<file path="src/hw/rtl/btlv_pkg.sv">
`timescale 1ns / 1ps
`default_nettype none

package btlv_pkg;

	// Format limits of the parser.
	localparam int TAG_MAX_BYTES      = 4;
	localparam int MAX_DEPTH          = 8;
	localparam int LENGTH_FIELD_BYTES = 4;

	// Derived widths.
	localparam int TAG_CNT_W = $clog2(TAG_MAX_BYTES + 1);
	localparam int LVL_W     = $clog2(MAX_DEPTH + 1);
	localparam int IDX_W     = (MAX_DEPTH > 1) ? $clog2(MAX_DEPTH) : 1;
	localparam int LEN_CNT_W = $clog2(LENGTH_FIELD_BYTES + 1);

	// Byte patterns of the encoding.
	localparam logic [7:0] TAG_NUM_MASK = 8'h1F;
	localparam logic [7:0] MORE_BIT     = 8'h80;
	localparam logic [7:0] LEN_CNT_MASK = 8'h7F;
	localparam logic [7:0] PAD_BYTE     = 8'h00;
	localparam logic [7:0] INDEF_LEN    = 8'h80;

	// Parser phase.
	typedef enum logic [2:0] {
		PH_TAG       = 3'd0,
		PH_TAG_MORE  = 3'd1,
		PH_LEN_FIRST = 3'd2,
		PH_LEN_MORE  = 3'd3,
		PH_VALUE     = 3'd4
	} phase_t;

	// Classification of each byte.
	typedef enum logic [2:0] {
		KIND_PAD     = 3'd0,
		KIND_TAG     = 3'd1,
		KIND_LEN     = 3'd2,
		KIND_VALUE   = 3'd3,
		KIND_IGNORED = 3'd4
	} kind_t;

	// Error codes.
	typedef enum logic [2:0] {
		ERR_NONE      = 3'd0,
		ERR_TAG_LONG  = 3'd1,
		ERR_CUT_HDR   = 3'd2,
		ERR_INDEF     = 3'd3,
		ERR_LEN_LONG  = 3'd4,
		ERR_OVERRUN   = 3'd5,
		ERR_TOO_DEEP  = 3'd6
	} err_t;

endpackage

`default_nettype wire

</file>
<file path="src/hw/rtl/ber_tlv_stream_parser_core.sv">
// Output: an accepted byte's result is registered in the output register.
// Throughput: one byte per cycle; a byte is taken whenever the output register is
// empty or its result is taken in the same cycle.
// Reset: arst_n clears the parser state and the output valid; the end-position
// stack holds no reset value and is read only below the current nesting level.
`timescale 1ns / 1ps
`default_nettype none

module ber_tlv_stream_parser_core (
	input  wire logic        clk,
	input  wire logic        arst_n,
	input  wire logic        item_valid,
	output logic             item_stall,
	input  wire logic [7:0]  data_byte,
	input  wire logic        end_of_buffer,
	output logic             result_valid,
	input  wire logic        result_stall,
	output logic [2:0]       kind,
	output logic [7:0]       echo_byte,
	output logic             header_done,
	output logic [31:0]      tag_value,
	output logic [2:0]       tag_bytes,
	output logic [31:0]      decoded_length,
	output logic             is_constructed,
	output logic [3:0]       depth,
	output logic [3:0]       levels_closed,
	output logic [2:0]       error_code,
	output logic             stream_done
);

	localparam int LVL_W     = btlv_pkg::LVL_W;
	localparam int IDX_W     = btlv_pkg::IDX_W;
	localparam int TAG_CNT_W = btlv_pkg::TAG_CNT_W;
	localparam int LEN_CNT_W = btlv_pkg::LEN_CNT_W;
	localparam int MAX_DEPTH = btlv_pkg::MAX_DEPTH;

	// Parser state.
	btlv_pkg::phase_t       phase_q;
	logic [31:0]            tag_shift_q;
	logic [TAG_CNT_W-1:0]   tag_count_q;
	logic                   first_cons_q;
	logic [31:0]            length_accum_q;
	logic [LEN_CNT_W-1:0]   length_left_q;
	logic [31:0]            value_left_q;
	logic [31:0]            pos_q;
	logic [31:0]            stack_q [MAX_DEPTH];
	logic [LVL_W-1:0]       level_q;
	btlv_pkg::err_t         err_q;

	// Next state.
	btlv_pkg::phase_t       phase_c;
	logic [31:0]            tag_shift_c;
	logic [TAG_CNT_W-1:0]   tag_count_c;
	logic                   first_cons_c;
	logic [31:0]            length_accum_c;
	logic [LEN_CNT_W-1:0]   length_left_c;
	logic [31:0]            value_left_c;
	logic [LVL_W-1:0]       level_c;
	logic [31:0]            stack_c [MAX_DEPTH];
	logic                   push_c;

	// Result of the current byte.
	btlv_pkg::kind_t        kind_c;
	logic                   hdr_c;
	logic [31:0]            tagv_c;
	logic [2:0]             tagb_c;
	logic [31:0]            len_c;
	logic                   cons_c;
	logic [LVL_W-1:0]       closed_c;
	btlv_pkg::err_t         err_c;
	btlv_pkg::err_t         err_out_c;

	// Header completion helpers.
	logic                   fin_c;
	logic [31:0]            fin_len;
	logic [32:0]            pos_p1;
	logic [32:0]            fin_end;
	logic [LVL_W-1:0]       lvl_dec;
	logic [IDX_W-1:0]       top_idx;
	logic [IDX_W-1:0]       push_idx;
	logic                   fin_over;
	logic [LVL_W-1:0]       run_c;
	logic                   going_c;
	logic [MAX_DEPTH-1:0]   match_c;
	logic [TAG_CNT_W-1:0]   tag_inc;

	// Output register.
	logic                   valid_q;
	btlv_pkg::kind_t        kind_q;
	logic [7:0]             echo_q;
	logic                   hdr_q;
	logic [31:0]            tagv_q;
	logic [2:0]             tagb_q;
	logic [31:0]            len_q;
	logic                   cons_q;
	logic [3:0]             depth_q;
	logic [3:0]             closed_q;
	btlv_pkg::err_t         errout_q;
	logic                   done_q;

	logic                   accept;

	assign item_stall = valid_q && result_stall;
	assign accept     = item_valid && !item_stall;

	// Position just past this byte, the header length and the object's end.
	assign pos_p1   = {1'b0, pos_q} + 33'd1;
	assign fin_len  = (phase_q == btlv_pkg::PH_LEN_FIRST) ? {24'd0, data_byte}
	                                                      : {length_accum_q[23:0], data_byte};
	assign fin_end  = pos_p1 + {1'b0, fin_len};
	assign lvl_dec  = level_q - LVL_W'(1);
	assign top_idx  = lvl_dec[IDX_W-1:0];
	assign push_idx = level_q[IDX_W-1:0];
	assign fin_over = fin_end[32] ||
	                  ((level_q != '0) && (fin_end > {1'b0, stack_q[top_idx]}));
	assign tag_inc  = tag_count_q + TAG_CNT_W'(1);

	// Byte decode, header completion, closing of finished objects.
	always_comb begin
		phase_c        = phase_q;
		tag_shift_c    = tag_shift_q;
		tag_count_c    = tag_count_q;
		first_cons_c   = first_cons_q;
		length_accum_c = length_accum_q;
		length_left_c  = length_left_q;
		value_left_c   = value_left_q;
		level_c        = level_q;
		push_c         = 1'b0;
		kind_c         = btlv_pkg::KIND_PAD;
		hdr_c          = 1'b0;
		tagv_c         = '0;
		tagb_c         = '0;
		len_c          = '0;
		cons_c         = 1'b0;
		closed_c       = '0;
		err_c          = btlv_pkg::ERR_NONE;
		err_out_c      = btlv_pkg::ERR_NONE;
		fin_c          = 1'b0;
		run_c          = '0;
		going_c        = 1'b1;

		if (err_q != btlv_pkg::ERR_NONE) begin
			kind_c    = btlv_pkg::KIND_IGNORED;
			err_out_c = err_q;
		end else begin
			// Per-phase handling of the byte.
			case (phase_q)
				btlv_pkg::PH_TAG: begin
					if (data_byte != btlv_pkg::PAD_BYTE) begin
						kind_c       = btlv_pkg::KIND_TAG;
						tag_shift_c  = {24'd0, data_byte};
						tag_count_c  = TAG_CNT_W'(1);
						first_cons_c = data_byte[5];
						if ((data_byte & btlv_pkg::TAG_NUM_MASK) == btlv_pkg::TAG_NUM_MASK) begin
							if (btlv_pkg::TAG_MAX_BYTES <= 1)
								err_c = btlv_pkg::ERR_TAG_LONG;
							else
								phase_c = btlv_pkg::PH_TAG_MORE;
						end else begin
							phase_c = btlv_pkg::PH_LEN_FIRST;
						end
					end
				end
				btlv_pkg::PH_TAG_MORE: begin
					kind_c      = btlv_pkg::KIND_TAG;
					tag_shift_c = {tag_shift_q[23:0], data_byte};
					tag_count_c = tag_inc;
					if ((data_byte & btlv_pkg::MORE_BIT) == 8'd0)
						phase_c = btlv_pkg::PH_LEN_FIRST;
					else if (32'(tag_inc) >= 32'(btlv_pkg::TAG_MAX_BYTES))
						err_c = btlv_pkg::ERR_TAG_LONG;
				end
				btlv_pkg::PH_LEN_FIRST: begin
					kind_c = btlv_pkg::KIND_LEN;
					if (data_byte == btlv_pkg::INDEF_LEN) begin
						err_c = btlv_pkg::ERR_INDEF;
					end else if ((data_byte & btlv_pkg::MORE_BIT) == 8'd0) begin
						fin_c = 1'b1;
					end else if (32'(data_byte & btlv_pkg::LEN_CNT_MASK) >
					             32'(btlv_pkg::LENGTH_FIELD_BYTES)) begin
						err_c = btlv_pkg::ERR_LEN_LONG;
					end else begin
						length_left_c  = LEN_CNT_W'(data_byte & btlv_pkg::LEN_CNT_MASK);
						length_accum_c = '0;
						phase_c        = btlv_pkg::PH_LEN_MORE;
					end
				end
				btlv_pkg::PH_LEN_MORE: begin
					kind_c = btlv_pkg::KIND_LEN;
					if (length_accum_q[31:24] != 8'd0) begin
						err_c = btlv_pkg::ERR_LEN_LONG;
					end else begin
						length_accum_c = fin_len;
						if (length_left_q > LEN_CNT_W'(1) )
							length_left_c = length_left_q - LEN_CNT_W'(1);
						else begin
							length_left_c = '0;
							fin_c         = 1'b1;
						end
					end
				end
				default: begin
					kind_c = btlv_pkg::KIND_VALUE;
					if (value_left_q > 32'd1)
						value_left_c = value_left_q - 32'd1;
					else begin
						value_left_c = '0;
						phase_c      = btlv_pkg::PH_TAG;
					end
				end
			endcase

			// Header complete: check the object's end and open it.
			if (fin_c) begin
				if (fin_over) begin
					err_c = btlv_pkg::ERR_OVERRUN;
				end else if (first_cons_q) begin
					if (32'(level_q) >= 32'(MAX_DEPTH)) begin
						err_c = btlv_pkg::ERR_TOO_DEEP;
					end else begin
						push_c  = 1'b1;
						level_c = level_q + LVL_W'(1);
						phase_c = btlv_pkg::PH_TAG;
					end
				end else if (fin_len == 32'd0) begin
					phase_c = btlv_pkg::PH_TAG;
				end else begin
					value_left_c = fin_len;
					phase_c      = btlv_pkg::PH_VALUE;
				end
				if (err_c == btlv_pkg::ERR_NONE) begin
					hdr_c  = 1'b1;
					tagv_c = tag_shift_q;
					tagb_c = (32'(tag_count_q) > 32'd4) ? 3'd4 : 3'(tag_count_q);
					len_c  = fin_len;
					cons_c = first_cons_q;
				end
			end

			// Count the open objects, from the top, that end at this byte.
			for (int k = MAX_DEPTH - 1; k >= 0; k--) begin
				if (LVL_W'(k) < level_c) begin
					if (going_c && match_c[k])
						run_c = run_c + LVL_W'(1);
					else
						going_c = 1'b0;
				end
			end
			if ((err_c == btlv_pkg::ERR_NONE) && (run_c != '0)) begin
				if (phase_c != btlv_pkg::PH_TAG) begin
					err_c = btlv_pkg::ERR_CUT_HDR;
				end else begin
					level_c  = level_c - run_c;
					closed_c = run_c;
				end
			end

			// End of buffer inside a header or an open object.
			if ((err_c == btlv_pkg::ERR_NONE) && end_of_buffer) begin
				if ((phase_c == btlv_pkg::PH_TAG_MORE) || (phase_c == btlv_pkg::PH_LEN_FIRST) ||
				    (phase_c == btlv_pkg::PH_LEN_MORE))
					err_c = btlv_pkg::ERR_CUT_HDR;
				else if ((phase_c == btlv_pkg::PH_VALUE) || (level_c != '0))
					err_c = btlv_pkg::ERR_OVERRUN;
			end

			// A new error suppresses the header and closing results.
			if (err_c != btlv_pkg::ERR_NONE) begin
				hdr_c    = 1'b0;
				tagv_c   = '0;
				tagb_c   = '0;
				len_c    = '0;
				cons_c   = 1'b0;
				closed_c = '0;
				level_c  = level_q;
			end
			err_out_c = err_c;
		end
	end

	// Stack after a possible push, and its compare against the next position.
	always_comb begin
		for (int i = 0; i < MAX_DEPTH; i++) begin
			stack_c[i] = (push_c && (push_idx == IDX_W'(i))) ? fin_end[31:0] : stack_q[i];
			match_c[i] = ({1'b0, stack_c[i]} == pos_p1);
		end
	end

	// Parser state registers.
	always_ff @(posedge clk or negedge arst_n) begin
		if (!arst_n) begin
			phase_q        <= btlv_pkg::PH_TAG;
			tag_shift_q    <= '0;
			tag_count_q    <= '0;
			first_cons_q   <= 1'b0;
			length_accum_q <= '0;
			length_left_q  <= '0;
			value_left_q   <= '0;
			pos_q          <= '0;
			level_q        <= '0;
			err_q          <= btlv_pkg::ERR_NONE;
		end else if (accept) begin
			if (end_of_buffer) begin
				phase_q        <= btlv_pkg::PH_TAG;
				tag_shift_q    <= '0;
				tag_count_q    <= '0;
				first_cons_q   <= 1'b0;
				length_accum_q <= '0;
				length_left_q  <= '0;
				value_left_q   <= '0;
				pos_q          <= '0;
				level_q        <= '0;
				err_q          <= btlv_pkg::ERR_NONE;
			end else begin
				pos_q <= pos_q + 32'd1;
				if (err_q == btlv_pkg::ERR_NONE) begin
					phase_q        <= phase_c;
					tag_shift_q    <= tag_shift_c;
					tag_count_q    <= tag_count_c;
					first_cons_q   <= first_cons_c;
					length_accum_q <= length_accum_c;
					length_left_q  <= length_left_c;
					value_left_q   <= value_left_c;
					level_q        <= level_c;
					err_q          <= err_c;
				end
			end
		end
	end

	// End-position stack, written on each push.
	always_ff @(posedge clk) begin
		if (accept && push_c)
			stack_q[push_idx] <= fin_end[31:0];
	end

	// Output register valid.
	always_ff @(posedge clk or negedge arst_n) begin
		if (!arst_n)
			valid_q <= 1'b0;
		else if (accept)
			valid_q <= 1'b1;
		else if (!result_stall)
			valid_q <= 1'b0;
	end

	// Output register payload.
	always_ff @(posedge clk) begin
		if (accept) begin
			kind_q   <= kind_c;
			echo_q   <= data_byte;
			hdr_q    <= hdr_c;
			tagv_q   <= tagv_c;
			tagb_q   <= tagb_c;
			len_q    <= len_c;
			cons_q   <= cons_c;
			depth_q  <= 4'(level_q);
			closed_q <= 4'(closed_c);
			errout_q <= err_out_c;
			done_q   <= end_of_buffer;
		end
	end

	assign result_valid   = valid_q;
	assign kind           = kind_q;
	assign echo_byte      = echo_q;
	assign header_done    = hdr_q;
	assign tag_value      = tagv_q;
	assign tag_bytes      = tagb_q;
	assign decoded_length = len_q;
	assign is_constructed = cons_q;
	assign depth          = depth_q;
	assign levels_closed  = closed_q;
	assign error_code     = errout_q;
	assign stream_done    = done_q;

endmodule

`default_nettype wire
</file>
<file path="config.mk">
export PLATFORM = sky130hd
export DESIGN_NAME = ber_tlv_stream_parser_core
export DESIGN_NICKNAME = d
export VERILOG_FILES = /design/src/hw/rtl/btlv_pkg.sv /design/src/hw/rtl/ber_tlv_stream_parser_core.sv
export SDC_FILE = /design/constraint.sdc
export NUM_CORES = 2
export LEC_CHECK = 0
export BUFFER_PORTS_ARGS = -buffer_cell sky130_fd_sc_hd__clkbuf_2
export CORE_MARGIN = 2
export CORE_UTILIZATION = 50
export DETAILED_ROUTE_END_ITERATION = 8
export PLACE_DENSITY = 0.66
export SYNTH_ARGS = -nofsm -noshare
export SYNTH_HDL_FRONTEND = slang
export SYNTH_SLANG_ARGS = --single-unit
</file>
<file path="constraint.sdc">
create_clock -name clk -period 16.3 [get_ports clk]
set_input_delay 0.815 -clock clk [delete_from_list [all_inputs] [get_ports clk]]
set_output_delay 0.815 -clock clk [all_outputs]
set_load 0.005 [all_outputs]
</file>
* Yosys cells after proc, flatten, opt, wreduce, memory -nomap -nowiden
Memory sizes are Yosys's and may differ from the RTL's. Cells that the tools add are included.
Word-level totals: register bits 238, bits in writable memories 256, bits of input ports 13, output and inout port bits 94, word-level logic and storage cells 318, memories 1
Memory list:
- stack_q | words 8, bits a word 32, rd ports 9, clocked after Yosys merged registers in 0, write ports 1, line ber_tlv_stream_parser_core.sv:46 | logic [31:0] stack_q [MAX_DEPTH];
Operators by class: add/subtract/negate cells 16, magnitude comparators 15, equality and inequality tests 32, multiplexer cells 169, bitwise operators 3, reduce and logical (&&, ||, !) cells 59
Operators with widths (number):
- $mux W32 | 30
- $eq A32 B33 Y1 | 8
- $mux W3 | 50
- $mux W4 | 34
- $pmux W32 S2 | 2
- $mux W1 | 46
- $add A32 B1 Y33 const B | 1
- $add A33 B32 Y33 | 1
- $gt A33 B32 Y1 | 1
- $add A32 B1 Y32 const B | 1
- $add A4 B1 Y4 const B | 8
- $gt A32 B1 Y1 const B | 1
- $logic_not A32 Y1 | 1
- $sub A32 B1 Y32 const B | 1
- $logic_and A1 B1 Y1 | 21
- $eq A3 B2 Y1 const B | 6
- $logic_not A3 Y1 | 6
- $pmux W3 S3 | 2
- $lt A3 B4 Y1 const A | 4
- $reduce_bool A8 Y1 | 2
- $eq A3 B3 Y1 const B | 5
- $ne A3 B3 Y1 const B | 5
- $reduce_bool A3 Y1 | 5
- $pmux W3 S2 | 2
- 33 further kinds | 51

* Logic depth before layout (Yosys ltp)
word-level depth 58, gate-level depth with buffers 65, gate-level depth less buffers 59

* Worst setup path before layout
OpenSTA, ideal clock, no wires.
kind register -> register, start reg pos_q[0], end reg len_q[27], in the netlist decoded_length[27], data pin, library setup time 255 ps, data arrival time 12772 ps, required time 16045 ps, slack 3274 ps, stages on the path, launching flop included 60, buffers on the path 5, clock period less this slack 13026 ps, cells stage by stage dfrtp_1 -> ha_1 -> and3_1 -> nand3_1 -> or3_1 -> nor4_1 -> xnor2_1 -> clkinv_1 -> ha_1 -> buf_2 -> a211oi_1 -> o21bai_1 -> or2_2 -> nand4_1 -> o2111ai_1 -> a311oi_1 -> ha_1 -> and3_1 -> (+24 left out) -> a21oi_1 -> xnor2_1 -> a21oi_1 -> ha_1 -> mux2i_1 -> ha_1 -> nor2b_1 -> o21ai_0 -> nand2b_1 -> clkbuf_1 -> xnor3_1 -> nor2_1 -> o21ai_1 -> a31oi_4 -> nor3_4 -> buf_6 -> buf_6 -> and2_1
On the way: cells in the longest elaborated chain, start to end 54, elaborated cells between the ends (all ways) 139, classes of those cells add/sub (10); order compare (9); eq/ne (12); mux (77); bitwise (1); reduce/logical (30)
Ends and longest elaborated chain:
- from (decl) | line ber_tlv_stream_parser_core.sv:45 | logic [31:0] pos_q;
- from (signal assigned) | line ber_tlv_stream_parser_core.sv:315 | pos_q <= pos_q + 32'd1;
- $add A32 B1 Y33 (*) | line ber_tlv_stream_parser_core.sv:107 | assign pos_p1 = {1'b0, pos_q} + 33'd1;
- $add A33 B32 Y33 (*) | line ber_tlv_stream_parser_core.sv:110 | assign fin_end = pos_p1 + {1'b0, fin_len};
- via fin_end[29] | line ber_tlv_stream_parser_core.sv:77 | logic [32:0] fin_end;
- $gt A33 B32 Y1 | line ber_tlv_stream_parser_core.sv:115 | ((level_q != '0) && (fin_end > {1'b0, stack_q[top_idx]}));
- $logic_and A1 B1 Y1 | line ber_tlv_stream_parser_core.sv:115
- $logic_or A1 B1 Y1 | line ber_tlv_stream_parser_core.sv:114 | assign fin_over = fin_end[32] ||
- $mux W1 | line ber_tlv_stream_parser_core.sv:215 | if (fin_over) begin
- $mux W1 | line ber_tlv_stream_parser_core.sv:214 | if (fin_c) begin
- (+39 left out)
- $reduce_bool A4 Y1 | line ber_tlv_stream_parser_core.sv:263 | else if ((phase_c == btlv_pkg::PH_VALUE) || (level_c != '0))
- $logic_or A1 B1 Y1 | line ber_tlv_stream_parser_core.sv:263
- $mux W3 | line ber_tlv_stream_parser_core.sv:263
- $mux W3 | line ber_tlv_stream_parser_core.sv:260 | if ((phase_c == btlv_pkg::PH_TAG_MORE) || (phase_c == btlv_pkg::PH_LEN_FIRST) ||
- $mux W3 | line ber_tlv_stream_parser_core.sv:259 | if ((err_c == btlv_pkg::ERR_NONE) && end_of_buffer) begin
- $mux W3 | line ber_tlv_stream_parser_core.sv:142 | if (err_q != btlv_pkg::ERR_NONE) begin
- $reduce_bool A3 Y1 | line ber_tlv_stream_parser_core.sv:268 | if (err_c != btlv_pkg::ERR_NONE) begin
- $reduce_or A4 Y1 (no source line) (*)
- to (signal assigned) | line ber_tlv_stream_parser_core.sv:355 | len_q <= len_c;
- to (decl) | line ber_tlv_stream_parser_core.sv:94 | logic [31:0] len_q;
The timed path passes the listed nets; every way through them passes the cells marked *. The select of a mux whose other input is x is not followed. A chain may end at the register's enable or synchronous reset.

* Final worst setup path
start reg pos_q[0], end reg tagb_q[1], in the netlist tag_bytes[1], data pin
On the way: cells in the longest elaborated chain, start to end 54, elaborated cells between the ends (all ways) 139, classes of those cells add/sub (10); order compare (9); eq/ne (12); mux (77); bitwise (1); reduce/logical (30)
Ends and longest elaborated chain:
- $add A32 B1 Y33 (*) | line ber_tlv_stream_parser_core.sv:107
- $add A33 B32 Y33 (*) | line ber_tlv_stream_parser_core.sv:110
- via fin_end[15] | line ber_tlv_stream_parser_core.sv:77
- $gt A33 B32 Y1 | line ber_tlv_stream_parser_core.sv:115
- $logic_and A1 B1 Y1 | line ber_tlv_stream_parser_core.sv:115
- $logic_or A1 B1 Y1 | line ber_tlv_stream_parser_core.sv:114
- $mux W1 | line ber_tlv_stream_parser_core.sv:215
- $mux W1 | line ber_tlv_stream_parser_core.sv:214
- (+39 left out)
- $reduce_bool A4 Y1 | line ber_tlv_stream_parser_core.sv:263
- $logic_or A1 B1 Y1 | line ber_tlv_stream_parser_core.sv:263
- $mux W3 | line ber_tlv_stream_parser_core.sv:263
- $mux W3 | line ber_tlv_stream_parser_core.sv:260
- $mux W3 | line ber_tlv_stream_parser_core.sv:259
- $mux W3 | line ber_tlv_stream_parser_core.sv:142
- $reduce_bool A3 Y1 | line ber_tlv_stream_parser_core.sv:268
- $reduce_or A5 Y1 (no source line) (*)
- to (signal assigned) | line ber_tlv_stream_parser_core.sv:354 | tagb_q <= tagb_c;
- to (decl) | line ber_tlv_stream_parser_core.sv:93 | logic [2:0] tagb_q;
Marks and branches as above.

==> impl_metrics.yaml <==
route:
  postRouteAntennaNets: 0
  viasPerCell: 6.906
  wl_per_cell_um: 34.32
  drt_first_pass_iters: 5
  routed_wl_um: 148500
  drt_iter0_drc: 4765
  vias: 29880
  drc_errors: 0
sta:
  setup_violations: 0
  finalHoldViolations: 0
  skew_ps: 19.68
  rsz0062_at_grt: "no"
  clock.fmax_mhz: 63.86
  relSlewSlack_pct: 11.86
  slew_viol_final: 0
  post-route-min-period_ps: 15660
  setup-tns-final_ps: 0
  period_share_pct: 96.07
  worst_pin_slew_ps: 1310
finish:
  nets: 3527
  finalNonFillerCells: 4327
  drive_above_1_share_pct: 13.42
  area_delta_synth_final_pct: 11.97
  insertedDiodeCount: 0
  fin_util_pct: 56.86
clock_network:
  cts.clk_slew.worst_paths_ps: 60
  cts-root-buf: "clkbuf_16"
  cts_tree: "built"
  holdBufCountCts: 0
  clock_sinks: 494
  cts_buffers: 57
  cts_max_level: 2
  clk_latency_ps: 640
  cts_buffer_depth: 3
job:
  cap_violations: 0
outcome:
  status: "complete, no violations"
pwr:
  power.density_nw_per_um2: 106.4
  power.switching_uw: 1309
  intPower_uw: 2605
  leakage_uw: 0.01404
  p_comb_share_pct: 25.2
  switching_share_pct: 33.45
  clockPowerShare_pct: 36.6
  vdd_ir_drop_max_v: 0.0001052
  p_seq_share_pct: 38.1
logic_synthesis:
  ys_async_sr_fraction_pct: 29.55
  syn_nets: 3432
  yosysTopAreaCell: "edfxtp_1"
  synth.yosys.seq_area_share_pct: 42.93
  synth_area_leaders: "edfxtp_1 (32%), dfrtp_1 (11%), xnor2_1 (6.2%), nand2_1 (4.5%), mux4_2 (4.4%)"
  synth_common_cells: "nand2_1 (390), edfxtp_1 (348), xnor2_1 (234), nor2_1 (232), o21ai_0 (227)"
  synthFlopType: "edfxtp_1"
  yosysMostFrequentCell: "nand2_1"
  netlist-cell-type-count: 104
  synthDominantCellAreaShare_pct: 31.81
  synth_seq_cells: 494
  yosys_warnings: 0
  syn_area_sq_um: 32850
  synth_edf_count: 348
  syn-mean-instance-area_sq_um: 9.866
  synth_cells: 3330
worst_setup_path:
  crit_fanout: 67
  crit_top_cell: "ha_1"
  start_kind: "register"
  cp_slowest_cell: "and4_1"
  cp.depth: 58
  worst_path_largest_cell_delay_ps: 660
  path_delay_family: "compound AO/OA/AOI/OAI gates"
  arrival_ps: 16160
  reg2reg_from: "pos_q[0]$_DFFE_PN0P_"
  crit_path_end_kind: "register"
  cp.required_ps: 16800
  worst-r2r-cell-count: 58
  startpoint: "pos_q[0]$_DFFE_PN0P_"
  rrSetupSlack_ps: 640
  path_buf_inv: 8
  crit_type: "reg2reg"
  r2r-end: "tag_bytes[1]$_SDFFCE_PP0P_"
  endpoint: "tag_bytes[1]$_SDFFCE_PP0P_"
die:
  die_w_um: 260.3
  core-area_sq_um: 64700
  pin_count: 107
  die_y_um: 260.3
  rows: 93
  die-area_sq_um: 67770
  start_util_pct: 50.78
place:
  hpwl_um: 110800
  gp_congestion: 1.075
  dp.cells: 4221
  port_buffers: 106
grt:
  grt_max_degree: 90
  grt_overflow: 0
  grt_antenna_before_repair: 5
  first_global_vias: 28450
  grt_pass1_wl_um: 206900
  grt.total_usage_pct: 43.32
hold_path:
  hold_class: "in2async"
## sequential cells by signal (all words and copies together) (netlist names), 8 cells and up
name,cells
stack_q,256
decoded_length,32
length_accum_q,32
pos_q,32
tag_shift_q,32
tag_value,32
value_left_q,32
echo_byte,8
## power by group through the flow
stage	Clock (uW)	Sequential (uW)	Combinational (uW)
2_1_floorplan	0	1490	629
3_3_place_gp	0	1510	925
3_5_place_dp	0	1510	947
4_1_cts	1440	1490	954
5_1_grt	1480	1500	1030
6_report	1430	1490	987
## cells by family after synthesis
group / after synthesis / share of synthesized area [%]
xor gates and xnor gates: 291 / 8.085
AOI/OAI and AO/OA: 708 / 13.91
buffers and inverters: 255 / 3.161
adders and majority gates: 90 / 3.466
muxes: 204 / 8.698
DFF: 494 / 42.93
and+or+nand+nor: 1288 / 19.75
## how the worst min path moves through the flow
| stage | startpoint | endpoint | slack [ps] | depth (start not counted) |
|---|---|---|---|---|
| floorplan | length_accum_q[13]$_DFFE_PN0P_ | length_accum_q[13]$_DFFE_PN0P_ | 440 | 2 |
| global placement | tag_shift_q[24]$_DFFE_PN0P_ | tag_shift_q[24]$_DFFE_PN0P_ | 460 | 2 |
| detailed placement | tag_shift_q[27]$_DFFE_PN0P_ | tag_shift_q[27]$_DFFE_PN0P_ | 470 | 2 |
| CTS | arst_n | value_left_q[22]$_DFFE_PN0P_ | 270 | 1 |
| global route | arst_n | value_left_q[29]$_DFFE_PN0P_ | 310 | 1 |
| finish | arst_n | value_left_q[29]$_DFFE_PN0P_ | 240 | 1 |
## layout make-up
cell class                 instances  area, sq um
fill                            5549        27910
multi-input combinational       2581        17890
sequential                       494        14110
clock buffer                      69         1544
timing repair buffer             210         1330
tap                              855         1070
clock inverter                    37        543.0
inverter                          81        306.5
## metal layers
| metal | wire length, um | global-route usage, % |
|---|---|---|
| met4 | 14780 | 35.00 |
| met1 | 52320 | 52.15 |
| met3 | 16300 | 9.984 |
| met2 | 65070 | 66.81 |
| met5 | 43 | 0 |
## per-stage QoR
step	instance area [sq um]	setup WS [ps]	total power, uW	hold WS, ps
after floorplan	32850	3274	2115	441.8
after global placement	34680	1118	2434	456.5
after detailed placement	34680	770.7	2461	468.3
after CTS	36770	688.2	3885	272.4
after global routing	36790	23.96	4019	310.4
final	36790	640.1	3914	242.1
## cells in the final DEF, fill, tap and decap left out, drive strengths merged, types with 10 or more instances in the layout
master	Yosys	layout
a2111oi	15	15
a211oi	24	24
a21o	22	22
a21oi	140	140
a31oi	15	15
and2	148	148
and3	33	33
and4	13	13
buf	54	105
bufinv	0	12
clkbuf	120	174
clkinv	8	24
dfrtp	146	146
edfxtp	348	348
ha	87	87
inv	73	78
mux2i	131	131
mux4	64	64
nand2	390	390
nand2b	26	26
nand3	83	83
nand3b	10	10
nand4	73	73
nor2	233	233
nor2b	20	20
nor3	99	99
nor3b	10	10
nor4	68	68
o2111ai	16	16
o211ai	60	60
o21a	11	11
o21ai	242	242
o22ai	43	43
o31ai	25	25
or2	17	17
or3	12	12
or4	27	27
xnor2	237	237
xor2	50	50
## what timing repair did
| item | in CTS | in global routing |
|---|---|---|
| setup endpoints to repair | 0 | 75 |
| gates resized for setup | 0 | 3 |
| setup buffers | 0 | 0 |
(Power assumes the default switching activity.)
